File: src/pdr_pkg.sv
// ----------------------------------------------------------------------------
// pdr_pkg
// Types, constants and helper functions for the point deque distance ranker.
// ----------------------------------------------------------------------------
`timescale 1ns / 1ps

package pdr_pkg;

    localparam int CAPACITY   = 16;
    localparam int COORD_BITS = 16;

    localparam int SLOT_W = (CAPACITY > 1) ? $clog2(CAPACITY) : 1;
    localparam int CNT_W  = $clog2(CAPACITY + 1);
    localparam int DIST_W = 2 * COORD_BITS;
    localparam int EXT_W  = (COORD_BITS > 16) ? COORD_BITS : 16;

    // Request codes
    localparam logic [3:0] REQ_PUSH_BACK   = 4'd0;
    localparam logic [3:0] REQ_PUSH_FRONT  = 4'd1;
    localparam logic [3:0] REQ_POP_BACK    = 4'd2;
    localparam logic [3:0] REQ_POP_FRONT   = 4'd3;
    localparam logic [3:0] REQ_CLEAR       = 4'd4;
    localparam logic [3:0] REQ_FIND_MAX    = 4'd5;
    localparam logic [3:0] REQ_FIND_MIN    = 4'd6;
    localparam logic [3:0] REQ_TOGGLE_DESC = 4'd7;
    localparam logic [3:0] REQ_TOGGLE_ASC  = 4'd8;
    localparam logic [3:0] REQ_LIST        = 4'd9;

    // Status codes
    localparam logic [1:0] ST_OK    = 2'd0;
    localparam logic [1:0] ST_FULL  = 2'd1;
    localparam logic [1:0] ST_EMPTY = 2'd2;

    // View modes
    localparam logic [1:0] VIEW_STORED = 2'd0;
    localparam logic [1:0] VIEW_DESC   = 2'd1;
    localparam logic [1:0] VIEW_ASC    = 2'd2;

    typedef logic [DIST_W-1:0] t_dist;

    typedef struct packed {
        logic signed [COORD_BITS-1:0] z;
        logic signed [COORD_BITS-1:0] y;
        logic signed [COORD_BITS-1:0] x;
    } t_point;

    typedef struct packed {
        t_dist  dsq;
        t_point pt;
    } t_entry;

    typedef struct packed {
        logic              en;
        logic [SLOT_W-1:0] addr;
        t_entry            data;
    } t_wr;

    typedef struct packed {
        logic [1:0]         status;
        logic [15:0]        label;
        logic signed [15:0] x;
        logic signed [15:0] y;
        logic signed [15:0] z;
        logic               last;
    } t_res;

    // Keeps the low COORD_BITS of a 16-bit field, sign-extending when wider.
    function automatic logic signed [COORD_BITS-1:0] narrow(input logic signed [15:0] v);
        logic signed [EXT_W-1:0] e;
        e = EXT_W'(v);
        return e[COORD_BITS-1:0];
    endfunction

    // Brings a stored coordinate back to the 16-bit result field.
    function automatic logic signed [15:0] to_out(input logic signed [COORD_BITS-1:0] c);
        logic signed [EXT_W-1:0] e;
        e = EXT_W'(c);
        return e[15:0];
    endfunction

    // Physical slot of a deque position.
    function automatic logic [SLOT_W-1:0] slot_of(input logic [SLOT_W-1:0] h,
                                                  input logic [CNT_W-1:0]  p);
        logic [CNT_W:0] s;
        s = (CNT_W+1)'(h) + (CNT_W+1)'(p);
        if (s >= (CNT_W+1)'(CAPACITY)) begin
            s = s - (CNT_W+1)'(CAPACITY);
        end
        return s[SLOT_W-1:0];
    endfunction

endpackage

File: src/pdr_store.sv
// ----------------------------------------------------------------------------
// pdr_store
// Point memory: one write port and one registered read port.
// ----------------------------------------------------------------------------
`timescale 1ns / 1ps

module pdr_store (
    input  logic                      i_clk,
    input  pdr_pkg::t_wr              i_wr,
    input  logic [pdr_pkg::SLOT_W-1:0] i_rd_addr,
    output pdr_pkg::t_entry           o_rd_data
);
    import pdr_pkg::*;

    t_entry r_mem [CAPACITY];
    t_entry r_rd;

    always_ff @(posedge i_clk) begin
        if (i_wr.en) begin
            r_mem[i_wr.addr] <= i_wr.data;
        end
        r_rd <= r_mem[i_rd_addr];
    end

    assign o_rd_data = r_rd;

endmodule

File: src/pdr_sqdist.sv
// ----------------------------------------------------------------------------
// pdr_sqdist
// Squared distance of a point, one coordinate per cycle on one multiplier.
// ----------------------------------------------------------------------------
`timescale 1ns / 1ps

module pdr_sqdist (
    input  logic            i_clk,
    input  logic            i_rst_n,
    input  logic            i_start,
    input  pdr_pkg::t_point i_pt,
    output logic            o_done,
    output pdr_pkg::t_dist  o_dist
);
    import pdr_pkg::*;

    logic        r_busy;
    logic [1:0]  r_k;
    logic        r_done;
    t_point      r_pt;
    t_dist       r_prod;
    t_dist       r_acc;

    logic signed [COORD_BITS-1:0] coord;
    logic signed [DIST_W-1:0]     sq;

    always_comb begin
        case (r_k)
            2'd0:    coord = r_pt.x;
            2'd1:    coord = r_pt.y;
            default: coord = r_pt.z;
        endcase
    end

    assign sq = coord * coord;

    always_ff @(posedge i_clk) begin
        if (!i_rst_n) begin
            r_busy <= 1'b0;
            r_k    <= 2'd0;
            r_done <= 1'b0;
        end else begin
            r_done <= r_busy && (r_k == 2'd3);
            if (i_start) begin
                r_busy <= 1'b1;
                r_k    <= 2'd0;
                r_pt   <= i_pt;
                r_acc  <= '0;
            end else if (r_busy) begin
                // The product of the previous cycle is summed while the next
                // coordinate is squared.
                if (r_k != 2'd3) begin
                    r_prod <= $unsigned(sq);
                end else begin
                    r_busy <= 1'b0;
                end
                if (r_k != 2'd0) begin
                    r_acc <= r_acc + r_prod;
                end
                r_k <= r_k + 2'd1;
            end
        end
    end

    assign o_done = r_done;
    assign o_dist = r_acc;

endmodule

File: src/pdr_out_stage.sv
// ----------------------------------------------------------------------------
// pdr_out_stage
// Output register of the result stream; holds a word until it is taken.
// ----------------------------------------------------------------------------
`timescale 1ns / 1ps

module pdr_out_stage (
    input  logic          i_clk,
    input  logic          i_rst_n,
    input  logic          i_load,
    input  pdr_pkg::t_res i_res,
    input  logic          i_tready,
    output logic          o_free,
    output logic          o_tvalid,
    output logic [63:0]   o_tdata,
    output logic [1:0]    o_tuser,
    output logic          o_tlast
);
    import pdr_pkg::*;

    logic r_valid;
    t_res r_res;

    assign o_free = !r_valid || i_tready;

    always_ff @(posedge i_clk) begin
        if (!i_rst_n) begin
            r_valid <= 1'b0;
        end else if (o_free) begin
            r_valid <= i_load;
        end
    end

    always_ff @(posedge i_clk) begin
        if (o_free && i_load) begin
            r_res <= i_res;
        end
    end

    assign o_tvalid = r_valid;
    assign o_tdata  = {r_res.z, r_res.y, r_res.x, r_res.label};
    assign o_tuser  = r_res.status;
    assign o_tlast  = r_res.last;

endmodule

File: src/point_deque_distance_ranker_unit.sv
// ----------------------------------------------------------------------------
// point_deque_distance_ranker_unit
// Bounded deque of 3D points with farthest/nearest search and sorted listing.
// ----------------------------------------------------------------------------
// Requests arrive on the s-side stream: tuser carries the request code and
// tdata the point (x, y, z). Results leave on the m-side stream, one word per
// listed entry, with tlast on the final word of a request. Only one request is
// worked on at a time; s_tready is high while the sequencer is idle, also when
// a finished word still sits in the output register.
// Steps per request, with n entries held after the request:
//   push: accept, squared distance on the multiplier, memory write, then listing.
//   pop, toggle and list: accept, then listing.
//   stored listing: one memory read and one output per entry.
//   sorted listing: n ranks, one output each; each rank is a full scan of the memory
//   through its single read port.
//   find: one scan of the memory; clear and error answers: a single word.
// A stalled receiver freezes the sequencer at the next output word; nothing is
// dropped. Reset empties the deque, returns the view to stored order and
// leaves the point memory undefined; no memory clearing pass is needed.
// ----------------------------------------------------------------------------
`timescale 1ns / 1ps

module point_deque_distance_ranker_unit (
    input  logic        i_clk,
    input  logic        i_rst_n,
    input  logic        i_s_tvalid,
    output logic        o_s_tready,
    input  logic [47:0] i_s_tdata,   // point_x, point_y, point_z
    input  logic [3:0]  i_s_tuser,   // req_type
    output logic        o_m_tvalid,
    input  logic        i_m_tready,
    output logic [63:0] o_m_tdata,   // label, out_x, out_y, out_z
    output logic [1:0]  o_m_tuser,   // status
    output logic        o_m_tlast
);
    import pdr_pkg::*;

    localparam logic [3:0] S_IDLE  = 4'd0;
    localparam logic [3:0] S_SQ    = 4'd1;
    localparam logic [3:0] S_WR    = 4'd2;
    localparam logic [3:0] S_LST   = 4'd3;
    localparam logic [3:0] S_LRD   = 4'd4;
    localparam logic [3:0] S_LWR   = 4'd5;
    localparam logic [3:0] S_SCAN  = 4'd6;
    localparam logic [3:0] S_SEMIT = 4'd7;
    localparam logic [3:0] S_EMIT  = 4'd8;

    logic [3:0]        r_state, n_state;
    logic [SLOT_W-1:0] r_head;
    logic [CNT_W-1:0]  r_count;
    logic [15:0]       r_first;
    logic [1:0]        r_view;
    logic [CNT_W-1:0]  r_pos;
    logic [CNT_W-1:0]  r_dpos;
    logic              r_dv;
    logic              r_have;
    t_dist             r_bd;
    t_point            r_bpt;
    logic [CNT_W-1:0]  r_bpos;
    logic [CAPACITY-1:0] r_used;
    logic [CNT_W-1:0]  r_rank;
    logic              r_find;
    logic              r_want_max;
    t_res              r_pend;
    logic [SLOT_W-1:0] r_wslot;
    t_point            r_pt;

    logic              sq_start;
    logic              sq_done;
    t_dist             sq_dist;
    t_wr               wr;
    t_entry            rd;
    logic              out_load;
    logic              out_free;
    t_res              out_res;
    t_res              stored_res;
    t_res              sorted_res;
    t_point            in_pt;
    logic [3:0]        req;
    logic              full;
    logic              empty;
    logic [CNT_W-1:0]  last_pos;
    logic              better;
    logic              scan_done;
    logic [SLOT_W-1:0] head_dec;
    logic [SLOT_W-1:0] head_inc;
    logic [1:0]        idle_status;

    assign req      = i_s_tuser;
    assign in_pt.x  = narrow(i_s_tdata[15:0]);
    assign in_pt.y  = narrow(i_s_tdata[31:16]);
    assign in_pt.z  = narrow(i_s_tdata[47:32]);
    assign full     = (r_count == CNT_W'(CAPACITY));
    assign empty    = (r_count == '0);
    assign last_pos = r_count - CNT_W'(1);
    assign head_dec = (r_head == '0) ? SLOT_W'(CAPACITY - 1) : r_head - SLOT_W'(1);
    assign head_inc = (r_head == SLOT_W'(CAPACITY - 1)) ? '0 : r_head + SLOT_W'(1);

    // Status of a word that answers a request directly from the idle state.
    assign idle_status = (full && (req inside {REQ_PUSH_BACK, REQ_PUSH_FRONT})) ? ST_FULL :
                         (empty && (req inside {REQ_POP_BACK, REQ_POP_FRONT,
                                                REQ_FIND_MAX, REQ_FIND_MIN})) ? ST_EMPTY :
                         ST_OK;

    assign o_s_tready = (r_state == S_IDLE);

    // Scan compare: strict comparison keeps the earliest entry on ties.
    assign better = r_dv && !r_used[r_dpos[SLOT_W-1:0]] &&
                    (!r_have || (r_want_max ? (rd.dsq > r_bd) : (rd.dsq < r_bd)));
    assign scan_done = (r_pos >= r_count) && !r_dv;

    always_comb begin
        stored_res.status = ST_OK;
        stored_res.label  = r_first + 16'(r_pos);
        stored_res.x      = to_out(rd.pt.x);
        stored_res.y      = to_out(rd.pt.y);
        stored_res.z      = to_out(rd.pt.z);
        stored_res.last   = (r_pos == last_pos);

        sorted_res.status = ST_OK;
        sorted_res.label  = r_find ? (r_first + 16'(r_bpos)) : 16'(r_rank);
        sorted_res.x      = to_out(r_bpt.x);
        sorted_res.y      = to_out(r_bpt.y);
        sorted_res.z      = to_out(r_bpt.z);
        sorted_res.last   = r_find || (r_rank == last_pos);
    end

    always_comb begin
        n_state  = r_state;
        out_load = 1'b0;
        out_res  = r_pend;
        sq_start = 1'b0;
        wr.en    = 1'b0;
        wr.addr  = r_wslot;
        wr.data  = '{dsq: sq_dist, pt: r_pt};
        unique case (r_state)
            S_IDLE: begin
                if (i_s_tvalid) begin
                    case (req) inside
                        REQ_PUSH_BACK, REQ_PUSH_FRONT: begin
                            if (full) begin
                                n_state = S_EMIT;
                            end else begin
                                sq_start = 1'b1;
                                n_state  = S_SQ;
                            end
                        end
                        REQ_POP_BACK, REQ_POP_FRONT: begin
                            n_state = empty ? S_EMIT : S_LST;
                        end
                        REQ_CLEAR: n_state = S_EMIT;
                        REQ_FIND_MAX, REQ_FIND_MIN: begin
                            n_state = empty ? S_EMIT : S_SCAN;
                        end
                        REQ_TOGGLE_DESC, REQ_TOGGLE_ASC, REQ_LIST: n_state = S_LST;
                        default: n_state = S_IDLE;
                    endcase
                end
            end
            S_SQ: begin
                if (sq_done) begin
                    n_state = S_WR;
                end
            end
            S_WR: begin
                wr.en   = 1'b1;
                n_state = S_LST;
            end
            S_LST: begin
                if (empty) begin
                    n_state = S_EMIT;
                end else if (r_view == VIEW_DESC || r_view == VIEW_ASC) begin
                    n_state = S_SCAN;
                end else begin
                    n_state = S_LRD;
                end
            end
            S_LRD: n_state = S_LWR;
            S_LWR: begin
                if (out_free) begin
                    out_load = 1'b1;
                    out_res  = stored_res;
                    n_state  = stored_res.last ? S_IDLE : S_LRD;
                end
            end
            S_SCAN: begin
                if (scan_done) begin
                    n_state = S_SEMIT;
                end
            end
            S_SEMIT: begin
                if (out_free) begin
                    out_load = 1'b1;
                    out_res  = sorted_res;
                    n_state  = sorted_res.last ? S_IDLE : S_SCAN;
                end
            end
            S_EMIT: begin
                if (out_free) begin
                    out_load = 1'b1;
                    n_state  = S_IDLE;
                end
            end
            default: n_state = S_IDLE;
        endcase
    end

    always_ff @(posedge i_clk) begin
        if (!i_rst_n) begin
            r_state <= S_IDLE;
            r_head  <= '0;
            r_count <= '0;
            r_first <= '0;
            r_view  <= VIEW_STORED;
        end else begin
            r_state <= n_state;
            unique case (r_state)
                S_IDLE: begin
                    if (i_s_tvalid) begin
                        r_pend <= '{status: idle_status, label: '0, x: '0, y: '0, z: '0,
                                    last: 1'b1};
                        case (req) inside
                            REQ_PUSH_BACK, REQ_PUSH_FRONT: begin
                                if (!full) begin
                                    r_pt    <= in_pt;
                                    r_count <= r_count + CNT_W'(1);
                                    if (req == REQ_PUSH_BACK) begin
                                        r_wslot <= slot_of(r_head, r_count);
                                    end else begin
                                        r_wslot <= head_dec;
                                        r_head  <= head_dec;
                                        // At label zero the entries are renumbered
                                        // instead, so the first label stays put.
                                        if (r_first != '0) begin
                                            r_first <= r_first - 16'd1;
                                        end
                                    end
                                end
                            end
                            REQ_POP_BACK, REQ_POP_FRONT: begin
                                if (!empty) begin
                                    r_count <= r_count - CNT_W'(1);
                                    if (r_count == CNT_W'(1)) begin
                                        r_head  <= '0;
                                        r_first <= '0;
                                    end else if (req == REQ_POP_FRONT) begin
                                        r_head  <= head_inc;
                                        r_first <= r_first + 16'd1;
                                    end
                                end
                            end
                            REQ_CLEAR: begin
                                r_count <= '0;
                                r_head  <= '0;
                                r_first <= '0;
                            end
                            REQ_FIND_MAX, REQ_FIND_MIN: begin
                                r_find     <= 1'b1;
                                r_want_max <= (req == REQ_FIND_MAX);
                                r_used     <= '0;
                                r_pos      <= '0;
                                r_dv       <= 1'b0;
                                r_have     <= 1'b0;
                            end
                            REQ_TOGGLE_DESC: begin
                                r_view <= (r_view == VIEW_DESC) ? VIEW_STORED : VIEW_DESC;
                            end
                            REQ_TOGGLE_ASC: begin
                                r_view <= (r_view == VIEW_ASC) ? VIEW_STORED : VIEW_ASC;
                            end
                            default: ;
                        endcase
                    end
                end
                S_LST: begin
                    r_pend     <= '{status: ST_EMPTY, label: '0, x: '0, y: '0, z: '0,
                                    last: 1'b1};
                    r_find     <= 1'b0;
                    r_want_max <= (r_view == VIEW_DESC);
                    r_used     <= '0;
                    r_rank     <= '0;
                    r_pos      <= '0;
                    r_dv       <= 1'b0;
                    r_have     <= 1'b0;
                end
                S_LWR: begin
                    if (out_free) begin
                        r_pos <= r_pos + CNT_W'(1);
                    end
                end
                S_SCAN: begin
                    // A read is issued for r_pos while the word read for the
                    // previous position is compared.
                    r_dv   <= (r_pos < r_count);
                    r_dpos <= r_pos;
                    if (r_pos < r_count) begin
                        r_pos <= r_pos + CNT_W'(1);
                    end
                    if (better) begin
                        r_have <= 1'b1;
                        r_bd   <= rd.dsq;
                        r_bpt  <= rd.pt;
                        r_bpos <= r_dpos;
                    end
                end
                S_SEMIT: begin
                    if (out_free) begin
                        r_used[r_bpos[SLOT_W-1:0]] <= 1'b1;
                        r_rank <= r_rank + CNT_W'(1);
                        r_pos  <= '0;
                        r_dv   <= 1'b0;
                        r_have <= 1'b0;
                    end
                end
                default: ;
            endcase
        end
    end

    pdr_sqdist u_sqdist (
        .i_clk   (i_clk),
        .i_rst_n (i_rst_n),
        .i_start (sq_start),
        .i_pt    (in_pt),
        .o_done  (sq_done),
        .o_dist  (sq_dist)
    );

    // The write happens in its own state, so no read of the same entry is in
    // flight; no forwarding path is needed.
    pdr_store u_store (
        .i_clk     (i_clk),
        .i_wr      (wr),
        .i_rd_addr (slot_of(r_head, r_pos)),
        .o_rd_data (rd)
    );

    pdr_out_stage u_out (
        .i_clk    (i_clk),
        .i_rst_n  (i_rst_n),
        .i_load   (out_load),
        .i_res    (out_res),
        .i_tready (i_m_tready),
        .o_free   (out_free),
        .o_tvalid (o_m_tvalid),
        .o_tdata  (o_m_tdata),
        .o_tuser  (o_m_tuser),
        .o_tlast  (o_m_tlast)
    );

endmodule

File: config.mk
export PLATFORM = sky130hd
export DESIGN_NAME = point_deque_distance_ranker_unit
export DESIGN_NICKNAME = d
export VERILOG_FILES = /design/src/pdr_pkg.sv /design/src/pdr_store.sv /design/src/pdr_sqdist.sv /design/src/pdr_out_stage.sv /design/src/point_deque_distance_ranker_unit.sv
export SDC_FILE = /design/constraint.sdc
export NUM_CORES = 2
export LEC_CHECK = 0
export BUFFER_PORTS_ARGS = -buffer_cell sky130_fd_sc_hd__buf_4
export CORE_MARGIN = 1.5
export CORE_UTILIZATION = 50
export DETAILED_ROUTE_END_ITERATION = 8
export GPL_ROUTABILITY_DRIVEN = 0
export PLACE_DENSITY_LB_ADDON = 0.2
export SLEW_MARGIN = 0
export SYNTH_ARGS = -nofsm -noshare
export SYNTH_HDL_FRONTEND = slang
export SYNTH_HIERARCHICAL = 1
export SYNTH_SLANG_ARGS = --single-unit
File: constraint.sdc
create_clock -name i_clk -period 29.9 [get_ports i_clk]
set_input_delay 0 -clock i_clk [delete_from_list [all_inputs] [get_ports i_clk]]
set_output_delay 0 -clock i_clk [all_outputs]
set_load 0.02 [all_outputs]
==> out/summary.txt <==
Status -> finished, final reports clean
Crit-path max FO -> 18
IR drop worst, VDD -> 0.336 mV
CP Depth -> 26
# setup viols final -> 0
Initial antenna violation count -> 7
Syn nets -> 5,025
Core area -> 152,000 µm²
Sequential fraction of the synthesis area -> 0.668
Clock skew -> 0.0851 ns
Most frequent cells in the layout -> edfxtp_1, inv_1, mux4_2, fa_1, nand2_1
Layout cell share with drive strength beyond 1 -> 0.168
Vias in the first global route -> 42,100
Average cell area after synthesis -> 16.9 µm²
Inserted Clock Buffers -> 176
# fillers -> 11,500
Worst Path Required -> 30.53 ns
Rel. slew slack -> 0.0328
Least-Margin Pin Slew -> 1.44 ns
Final period util -> 0.314
Slew Limit Fails -> 0
GRT Total Usage -> 0.236
CTS tree -> done
Hold Fails Final Rpt -> 0
Mapped Area -> 76,900 µm²
Number of DRC markers in iteration 0 -> 4,095
Seq cells post-synth -> 1,748
Crit path max-delay family -> adder cells
PortBufs -> 124
Worst-Skew Late Latency -> 0.84 ns
Largest net degree at the start of global routing -> 101
Grt ovf -> 0
Cells after synthesis -> 4,540
DRT antenna net count -> 0
Post-synth top flop -> edfxtp_1
Die ar. -> 156,000 µm²
Largest cells by area after synthesis -> edfxtp_1, mux4_2, fa_1
Maximum capacitance violations -> 0
Setup crit end kind -> flip-flop
Max Buffers Root-to-Sink -> 3
Tot Pwr -> 9.87 mW
Worst path bufs/invs -> 7
Area growth syn-to-layout -> 13.3%
Crit path kind -> flip-flop to flip-flop
Cell Pwr Density -> 113 nW/µm²
Cts repair resizes -> 0
Hold Path Class -> input pin to flip-flop
Final net count -> 5,323
Post-CTS setup buffer count -> 0
CP Launch Type -> flip-flop
Chip height -> 395 µm
Iteration count of the initial detailed-routing pass -> 6
First-pass GRT wire length -> 272,000 µm
Post-synth top area share -> 0.638
Commonest non-fill, non-tap cell in the layout -> edfxtp_1
Synth unique cells -> 89
DIE WIDTH -> 395 µm
Initial Util -> 0.505
Crit path largest cell delay -> 1.06 ns
Syn. warnings -> 6
Reg2Reg Depth -> 26
Hold-critical path depth -> 2
Vias -> 41,600
Ys async rst share -> 0
Row count -> 143
DP HPWL -> 106,000 µm
Total routed wirelength -> 182,000 µm
Unrepaired setup endpoints after global routing -> false
Setup_tns -> 0 ns
DRC -> 0
Synth area leader -> edfxtp_1
Crit path DAT -> 10.02 ns
Via-to-Cell Ratio -> 5.93
Worst-path clk slew -> 0.06 ns
Tmin final -> 9.39 ns
Ports -> 125
Post-synth EDFFs -> 1,632
WL/cell -> 26.0 µm
Leakage -> 30.7 nW
Clock root buffer -> clkbuf_16
ANT cells -> 0
Slowest cell on crit path -> a21oi_1
Fmax -> 0.107 GHz
H-Tree Depth -> 4
CTS sink count -> 1,748
## worst reg2reg max path, stage by stage, from the launching register on
cell and delay [ns]:
dfxtp_1 0.34, inv_1 0.08, ha_1 0.53, nor2_1 0.38, a21oi_1 1.06, clkinv_1 0.72
nand2_1 0.29, inv_1 0.10, fa_1 0.53, inv_1 0.06, fa_1 0.50, fa_1 0.44
fa_1 0.54, inv_1 0.05, fa_1 0.48, inv_1 0.06, fa_1 0.52, inv_1 0.04
ha_1 0.44, and4_1 0.28, or3b_1 0.36, a2111oi_0 0.50, a21o_1 0.24, o31a_2 0.19
o21ai_2 0.09, o21a_1 0.21, o311ai_1 0.22
## area by class of cell
class                      instances  area (µm²)  share of cell area
multi-input combinational       2180       23300               0.267
inverter                         427        1610              0.0185
sequential                      1748       51300               0.589
tap                             2030        2540              0.0292
clock inverter                    92         968              0.0111
timing repair buffer             305        2560              0.0294
clock buffer                     239        4840              0.0556
## stage by stage
step / instance area, µm² / instances / setup slack (ns) / utilization / hold WS (ns)
6_report: 87100 / 7021 / 20.51 / 0.572 / 0.0669
2_1_floorplan: 76900 / 4540 / 13.65 / - / 0.0989
3_3_place_gp: 80200 / 6581 / 21.09 / 0.527 / 0.192
4_1_cts: 87100 / 7021 / 20.73 / 0.572 / 0.00344
5_1_grt: 87100 / 7021 / 20.06 / 0.572 / 0.0201
3_5_place_dp: 80200 / 6581 / 20.76 / 0.527 / 0.191
## routing by layer
layer	track usage	routed length [µm]	vias up
met5	0	26	-
met2	0.384	89100	1581
met4	0.0543	3170	4
met3	0.0379	12900	236
li1	-	-	17900
met1	0.336	77300	21900
## report_power, final
group | leakage [nW] | total, mW | internal, mW | switching, mW
clock | 2.82 | 2.17 | 1.23 | 0.935
sequential | 15.6 | 3.12 | 3.03 | 0.0948
combinational | 12.2 | 4.58 | 1.97 | 2.61
## logic make-up (layout without fill, tap and decap cells)
| family | Yosys count | after routing | share of synthesized area |
|---|---|---|---|
| multiplexers | 342 | 342 | 0.0976 |
| AND/OR/NAND/NOR | 661 | 661 | 0.0391 |
| flip-flops | 1748 | 1748 | 0.668 |
| adder cells (fa/ha/maj) | 429 | 429 | 0.0931 |
| AO/OA/AOI/OAI | 642 | 642 | 0.0583 |
| buffers and inverters | 612 | 1063 | 0.0321 |
| XOR/XNOR | 106 | 106 | 0.0121 |
## cells in the mapped netlist, drive strengths merged, types with 9 or more instances
cell type,count
nor3,32
a21o,43
dfxtp,116
o22ai,13
a31oi,25
mux2i,10
and2,14
edfxtp,1632
nand3,35
xor2,34
inv,420
o21a,16
a22o,69
xnor2,72
a21oi,132
and3,12
buf,79
nor2,229
clkbuf,106
mux4,325
or3,11
a211oi,19
nand4,18
o31ai,12
ha,191
o21ai,75
nor4,13
a22oi,166
fa,238
o211ai,11
nor2b,23
nand2,225
nand2b,17
o21bai,9
## timing repair
item,4_1_cts,5_1_grt
hold buffers,109,0
endpoints found under the hold margin,189,0
setup endpoints to repair,0,0
## sequential cells by signal, indices dropped and copies added (netlist names), 16 cells and up
register	flops
u_store/r_mem	1280
r_first	16
u_store/o_rd_data	80
u_sqdist/r_pt	48
u_out/o_tdata	64
u_sqdist/o_dist	32
r_used	16
r_bpt	48
r_bd	32
u_sqdist/r_prod	31
r_pt	48
## final timing paths
kind	slack, ns	from	end
setup / recovery	20.51	u_sqdist/r_k[0]	u_sqdist/r_prod[30]
hold / removal	0.07	i_s_tdata[42]	u_sqdist/r_pt[42]
setup reg to reg	20.51	u_sqdist/r_k[0]	u_sqdist/r_prod[30]
hold reg to reg	0.41	u_store/o_rd_data[67]	r_bd[19]
Power figures use the tool's default switching activity.
